File: src/rtl/led_strip_animation_engine_core_assert.svh
// Assertion macros shared by the LED strip animation engine RTL.
// Depends on a clock named clk and an active-low reset named rst_n in scope.
`ifndef LED_STRIP_ANIMATION_ENGINE_CORE_ASSERT_SVH
`define LED_STRIP_ANIMATION_ENGINE_CORE_ASSERT_SVH

// Same-cycle implication.
`define LSAE_ASSERT_NOW(lbl, ante, cons) \
  lbl: assert property (@(posedge clk) disable iff (!rst_n) (ante) |-> (cons)) \
    else $error("lsae assertion failed");

// Next-cycle implication.
`define LSAE_ASSERT_NEXT(lbl, ante, cons) \
  lbl: assert property (@(posedge clk) disable iff (!rst_n) (ante) |=> (cons)) \
    else $error("lsae assertion failed");

`endif

File: src/rtl/lsae_pkg.sv
// Shared types, constants and arithmetic helpers for the LED strip animation engine.
// No dependencies.
`timescale 1ns / 1ps

package lsae_pkg;

  localparam int SEGMENTS    = 32;
  localparam int SEG_W       = 5;
  localparam int RAINBOW_LEN = 40;
  localparam int RB_MOD      = 2 * RAINBOW_LEN;

  // Configuration register indexes.
  localparam logic [2:0] REG_IDLE_MODE    = 3'd0;
  localparam logic [2:0] REG_TOUCHED_MODE = 3'd1;
  localparam logic [2:0] REG_BRIGHTNESS   = 3'd2;
  localparam logic [2:0] REG_SPEED        = 3'd3;
  localparam logic [2:0] REG_IDLE_COLOR   = 3'd4;
  localparam logic [2:0] REG_TOUCH_COLOR  = 3'd5;

  // Idle layer modes.
  localparam logic [2:0] IDLE_OFF     = 3'd0;
  localparam logic [2:0] IDLE_STATIC  = 3'd1;
  localparam logic [2:0] IDLE_PULSE   = 3'd2;
  localparam logic [2:0] IDLE_RB_CYC  = 3'd3;
  localparam logic [2:0] IDLE_RB_STAT = 3'd4;

  // Touched layer modes.
  localparam logic [2:0] TCH_OFF       = 3'd0;
  localparam logic [2:0] TCH_IDLE      = 3'd1;
  localparam logic [2:0] TCH_TOUCHED   = 3'd2;
  localparam logic [2:0] TCH_FADE      = 3'd3;
  localparam logic [2:0] TCH_IDLE_FADE = 3'd4;

  localparam logic [6:0] PULSE_MIN = 7'd40;
  localparam logic [6:0] PULSE_MAX = 7'd100;
  localparam logic [6:0] LEVEL_MAX = 7'd100;

  // One color: index 2 is red, 1 green, 0 blue.
  typedef logic [2:0][7:0] rgb_t;

  // Commands from the sequencer to the datapath.
  typedef struct packed {
    logic             load;
    logic             acc;
    logic             pprod;
    logic             mod_step;
    logic [2:0]       mod_k;
    logic             seg_a;
    logic             seg_b;
    logic             seg_c;
    logic             seg_d;
    logic [SEG_W-1:0] seg;
  } cmd_t;

  // Status from the datapath to the sequencer.
  typedef struct packed {
    logic out_free;
  } stat_t;

  localparam logic [23:0] RB_ROM0 [0:RAINBOW_LEN-1] = '{
    24'h5a3ac6, 24'h7636aa, 24'h91348e, 24'had3072, 24'hca2e56, 24'he62a3a, 24'hf22f2b,
    24'he64233, 24'hce5c46, 24'hb67459, 24'h9e8d6c, 24'h86a67e, 24'h6ebf90, 24'h57d8a3,
    24'h4ceaac, 24'h58f0a3, 24'h6df092, 24'h83f082, 24'h99f072, 24'haef061, 24'hc4f050,
    24'hdbf040, 24'hecea34, 24'hf2dc34, 24'hf4c938, 24'hf6b63c, 24'hf8a240, 24'hfa9045,
    24'hfc7d49, 24'hfe6a4d, 24'hf85c56, 24'he25668, 24'hc6527d, 24'haa5093, 24'h8e4ca9,
    24'h724abf, 24'h5646d5, 24'h3a44eb, 24'h2e40f3, 24'h3e3ce2
  };

  localparam logic [23:0] RB_ROM1 [0:RAINBOW_LEN-1] = '{
    24'h6838b7, 24'h83359c, 24'h9f3280, 24'hbb2f64, 24'hd82c48, 24'hf3292c, 24'hf2352a,
    24'hda4f3c, 24'hc36850, 24'haa8162, 24'h929975, 24'h7ab287, 24'h63cc9a, 24'h4be5ac,
    24'h4df0ab, 24'h62f09b, 24'h78f08a, 24'h8ef07a, 24'ha4f069, 24'hb9f059, 24'hd0f048,
    24'he6f037, 24'hf1e532, 24'hf3d236, 24'hf5c03a, 24'hf7ac3e, 24'hf99943, 24'hfb8647,
    24'hfd744b, 24'hff614f, 24'hf0575d, 24'hd45472, 24'hb75188, 24'h9c4e9e, 24'h804bb4,
    24'h6448ca, 24'h4845e0, 24'h2c42f6, 24'h2f3ef0, 24'h4c3bd4
  };

  // Rainbow lookup; entries past the table read as black.
  function automatic logic [23:0] rb_color(input logic half, input logic [5:0] off);
    logic [23:0] c;
    c = 24'd0;
    if (off < 6'(RAINBOW_LEN)) begin
      c = half ? RB_ROM1[off] : RB_ROM0[off];
    end
    return c;
  endfunction

  // Exact floor(x / 100) for x up to 255 * 100.
  function automatic logic [7:0] div100(input logic [14:0] x);
    logic [27:0] p;
    p = {13'd0, x} * 28'd5243;
    return p[26:19];
  endfunction

  // Exact floor(x / 255) for x up to 255 * 255.
  function automatic logic [7:0] div255(input logic [15:0] x);
    logic [16:0] s;
    s = {1'b0, x} + 17'd1 + {9'd0, x[15:8]};
    return s[15:8];
  endfunction

endpackage

File: src/rtl/lsae_ctrl.sv
// Frame sequencer for the LED strip animation engine.
// Depends on lsae_pkg; drives commands into lsae_dp.
`timescale 1ns / 1ps

module lsae_ctrl import lsae_pkg::*; (
  input  logic  clk,
  input  logic  rst_n,
  input  logic  in_valid,
  output logic  in_stall,
  input  stat_t stat,
  output cmd_t  cmd
);

  localparam logic [2:0] ST_IDLE  = 3'd0;
  localparam logic [2:0] ST_ACC   = 3'd1;
  localparam logic [2:0] ST_PPROD = 3'd2;
  localparam logic [2:0] ST_MOD   = 3'd3;
  localparam logic [2:0] ST_SA    = 3'd4;
  localparam logic [2:0] ST_SB    = 3'd5;
  localparam logic [2:0] ST_SC    = 3'd6;
  localparam logic [2:0] ST_SD    = 3'd7;

  localparam logic [2:0] MOD_TOP = 3'd5;

  logic [2:0]       state_r, state_nxt;
  logic [2:0]       k_r, k_nxt;
  logic [SEG_W-1:0] seg_r, seg_nxt;

  assign in_stall = (state_r != ST_IDLE);

  // Next state and command decode.
  always_comb begin
    state_nxt    = state_r;
    k_nxt        = k_r;
    seg_nxt      = seg_r;
    cmd          = '0;
    cmd.mod_k    = k_r;
    cmd.seg      = seg_r;
    case (state_r)
      ST_IDLE: begin
        if (in_valid) begin
          cmd.load  = 1'b1;
          state_nxt = ST_ACC;
        end
      end
      ST_ACC: begin
        cmd.acc   = 1'b1;
        state_nxt = ST_PPROD;
      end
      ST_PPROD: begin
        cmd.pprod = 1'b1;
        k_nxt     = MOD_TOP;
        state_nxt = ST_MOD;
      end
      ST_MOD: begin
        cmd.mod_step = 1'b1;
        if (k_r == 3'd0) begin
          seg_nxt   = '0;
          state_nxt = ST_SA;
        end else begin
          k_nxt = k_r - 3'd1;
        end
      end
      ST_SA: begin
        cmd.seg_a = 1'b1;
        state_nxt = ST_SB;
      end
      ST_SB: begin
        cmd.seg_b = 1'b1;
        state_nxt = ST_SC;
      end
      ST_SC: begin
        cmd.seg_c = 1'b1;
        state_nxt = ST_SD;
      end
      ST_SD: begin
        if (stat.out_free) begin
          cmd.seg_d = 1'b1;
          if (seg_r == SEG_W'(SEGMENTS - 1)) begin
            state_nxt = ST_IDLE;
          end else begin
            seg_nxt   = seg_r + 1'b1;
            state_nxt = ST_SA;
          end
        end
      end
      default: state_nxt = ST_IDLE;
    endcase
  end

  always_ff @(posedge clk) begin
    if (!rst_n) begin
      state_r <= ST_IDLE;
      k_r     <= '0;
      seg_r   <= '0;
    end else begin
      state_r <= state_nxt;
      k_r     <= k_nxt;
      seg_r   <= seg_nxt;
    end
  end

endmodule

File: config.mk
export PLATFORM = sky130hd
export DESIGN_NAME = lsae_ctrl
export DESIGN_NICKNAME = d
export VERILOG_FILES = /design/src/rtl/led_strip_animation_engine_core_assert.svh /design/src/rtl/lsae_pkg.sv /design/src/rtl/lsae_ctrl.sv
export SDC_FILE = /design/constraint.sdc
export NUM_CORES = 1
export LEC_CHECK = 0
export ABC_CLOCK_PERIOD_IN_PS = 1800
export BUFFER_PORTS_ARGS = -buffer_cell sky130_fd_sc_hd__buf_2
export CAP_MARGIN = 10
export CORE_MARGIN = 2
export CORE_UTILIZATION = 25
export DETAILED_ROUTE_END_ITERATION = 6
export PLACE_DENSITY = 0.53
export SYNTH_ARGS = -nofsm -noshare
export SYNTH_HDL_FRONTEND = slang
export SYNTH_SLANG_ARGS = --single-unit
File: constraint.sdc
create_clock -name clk -period 1.8 [get_ports clk]
set_input_delay 0.27 -clock clk [delete_from_list [all_inputs] [get_ports clk]]
set_output_delay 0.27 -clock clk [all_outputs]
set_load 0.05 [all_outputs]
==> results.sh <==
export IMPL_synth_top_area_share_pct=27.46
export IMPL_cp_end_kind="output pin"
export IMPL_ant_nets=0
export IMPL_cts_sinks=11
export IMPL_clk_pin_slew_worst_paths_ns=0.08
export IMPL_fmax_mhz=592.3
export IMPL_maxCapViolCount=0
export IMPL_power_mw=1.250
export IMPL_htreeDepth=1
export IMPL_synth_area_top_cells="dfxtp_1 27%, ha_1 12%, mux2i_1 5.0%, nand3_1 3.7%, a311oi_1 3.3%"
export IMPL_tightestPinTransition_ns=0.5079
export IMPL_hold_violations=0
export IMPL_utilization_pct=32.05
export IMPL_worst_ep_required_time_ns=1.53
export IMPL_cp_top_family="buffers and inverters"
export IMPL_core_sq_mm=0.003053
export IMPL_n_antenna_cell=0
export IMPL_grt_max_degree=20
export IMPL_grt_use_total_pct=10.28
export IMPL_hpwl_mm=1.299
export IMPL_ys_types=33
export IMPL_cts_buffers_inserted=3
export IMPL_yosysSeqAreaShare_pct=27.46
export IMPL_start_util_pct=26.27
export IMPL_arrival_ns=1.42
export IMPL_synth_area_sq_um=802.0
export IMPL_final_common_cell="buf_2"
export IMPL_drt_total_wl_mm=1.714
export IMPL_synth_nets=99
export IMPL_worstSetupStartpointType="register"
export IMPL_critPathMaxFanout=9
export IMPL_drive_above_1_share_pct=37.74
export IMPL_layout_nets=119
export IMPL_ff2ff_setup_slack_ns=0.19
export IMPL_detail_route_first_pass_iterations=4
export IMPL_worstPathCellList="ha_2, buf_4, and3_1, clkbuf_4"
export IMPL_slew_viol_final=0
export IMPL_insertion_delay_ns=0.28
export IMPL_syn2layout_area_growth_pct=22.00
export IMPL_synth_avg_cell_area_sq_um=9.219
export IMPL_post_synth_top_area_cell="dfxtp_1"
export IMPL_drc=0
export IMPL_status="finished clean"
export IMPL_cts_buffer_depth=2
export IMPL_cpMaxStageDelayCell="dfxtp_2"
export IMPL_cts_hold_buf=0
export IMPL_vdd_drop_max_v=0.0003067
export IMPL_skew_ns=0.007230
export IMPL_rows=20
export IMPL_period_share_pct=93.79
export IMPL_cp_num_buf_inv=2
export IMPL_synth_cells=87
export IMPL_die_x_um=60.64
export IMPL_grt_pass1_wl_mm=2.787
export IMPL_crit_type="reg -> out"
export IMPL_synth_warnings=0
export IMPL_root_buffer="clkbuf_4"
export IMPL_relSlewSlack_pct=65.95
export IMPL_io_pins=21
export IMPL_drt_iter0_markers=21
export IMPL_power_density_mw_per_mm2=1277
export IMPL_setup_tns_ns=0
export IMPL_antenna_found_initial=0
export IMPL_leakagePower_nw=0.4477
export IMPL_fin_crit_ns=1.688
export IMPL_final_cell_mix="18 x buf_2, 7 x ha_1, 6 x inv_1, 6 x nand3_1, 6 x dfxtp_1"
export IMPL_post_drt_wl_per_cell_um=11.43
export IMPL_fp_dieH_um=60.64
export IMPL_setup_viol=0
export IMPL_rsz0062_at_grt="false"
export IMPL_slowest_delay_ns=0.36
export IMPL_grt_pass1_vias=613
export IMPL_synth_seq_cells=11
export IMPL_cts_tree="done"
export IMPL_post_drt_via_cell_ratio=4.660
export IMPL_grt_overflow=0
export IMPL_num_vias=699
export IMPL_hold_path_class="in -> reg"
export IMPL_place_gp_congestion=0.6784
export IMPL_post_cts_setup_buffers=0
export IMPL_dieArea_sq_mm=0.003677
export IMPL_numPortBuffers=20
-- worst reg2reg max path, stage by stage, from the launching register on --
cell	delay, ns
dfxtp_2	0.34
ha_1	0.20
and3_1	0.18
ha_1	0.21
nand4b_4	0.23
a21boi_2	0.19
mux2i_1	0.19
-- Yosys cell counts --
| library cell | count |
|---|---|
| buf_4 | 1 |
| a211oi_1 | 2 |
| inv_1 | 6 |
| nand2_1 | 5 |
| nand3_1 | 6 |
| o31ai_1 | 2 |
| nand2b_1 | 2 |
| nor2_1 | 2 |
| nand4_1 | 2 |
| a21bo_1 | 1 |
| o22ai_2 | 1 |
| nand4b_2 | 1 |
| dfxtp_1 | 11 |
| mux2i_1 | 4 |
| nand3b_1 | 3 |
| a21o_1 | 1 |
| nand4bb_1 | 1 |
| and4b_1 | 1 |
| ha_1 | 8 |
| a221oi_2 | 1 |
| and3b_1 | 1 |
| and2_1 | 3 |
| nor2b_1 | 3 |
| nor3b_2 | 2 |
| a21oi_1 | 2 |
| and3_1 | 2 |
| a21boi_1 | 2 |
| a311oi_1 | 3 |
| a21oi_2 | 2 |
| o21a_1 | 1 |
| clkbuf_1 | 1 |
| buf_6 | 2 |
| buf_2 | 2 |
-- registers in the layout (all words and copies together), names as in the netlist --
register  cells
seg_r         5
k_r           3
state_r       3
-- logic make-up (layout without fill, tap and decap cells) --
family / Yosys count / in the layout / synth area share, %
and+or+nand+nor: 34 / 34 / 27.92
AOI/OAI and AO/OA: 18 / 18 / 18.88
buffers and inverters: 12 / 31 / 8.268
DFF: 11 / 11 / 27.46
adders and majority gates: 8 / 8 / 12.48
muxes: 4 / 4 / 4.992
-- cell type report --
class / instances / area (sq um)
fill: 341 / 2074
multi-input combinational: 64 / 535.5
sequential: 11 / 226.5
timing repair buffer: 21 / 112.6
tap: 44 / 55.05
clock buffer: 4 / 26.28
inverter: 6 / 22.52
-- path summary, 6_finish.rpt --
kind,from,end,depth (start not counted)
worst min-delay path,rst_n,k_r[1]$_SDFFE_PN0P_,2
worst max-delay path,state_r[0]$_SDFFE_PN0P_,cmd[5],4
worst max register to register,seg_r[0]$_SDFFE_PN0P_,seg_r[2]$_SDFFE_PN0P_,6
worst min register to register,state_r[0]$_SDFFE_PN0P_,state_r[0]$_SDFFE_PN0P_,2
-- where the power goes --
part / total (mW) / leakage (nW) / switching [mW] / internal, mW
sequential: 0.351 / 0.0915 / 0.0582 / 0.293
clock: 0.181 / 0.0150 / 0.0945 / 0.0861
combinational: 0.718 / 0.341 / 0.497 / 0.221
total: 1.25 / 0.448 / 0.650 / 0.600
-- per-stage QoR --
step / cells / hold WS (ns) / worst slack [ns] / area, sq um
floorplan: 87 / 0.4620 / 0.06529 / 807.0
global placement: 146 / 0.4823 / 0.1408 / 925.9
detailed placement: 146 / 0.4918 / 0.08698 / 925.9
CTS: 150 / 0.3222 / 0.01631 / 958.4
global route: 150 / 0.3403 / 0.02050 / 978.4
finish: 150 / 0.3233 / 0.1117 / 978.4
-- per-layer routing --
layer / share of wire [%] / global-route usage [%] / vias to the layer above
li1: - / - / 354
met2: 47 / 16.74 / 15
met4: 2.4 / 7.453 / 0
met1: 47 / 12.42 / 326
met3: 3.4 / 1.279 / 4
met5: 0 / 0 / -
-- timing repair --
action	in CTS	in global routing
setup endpoints to repair	2	4
pin swaps	0	0
gates resized for setup	3	6
(Power assumes the default switching activity.)
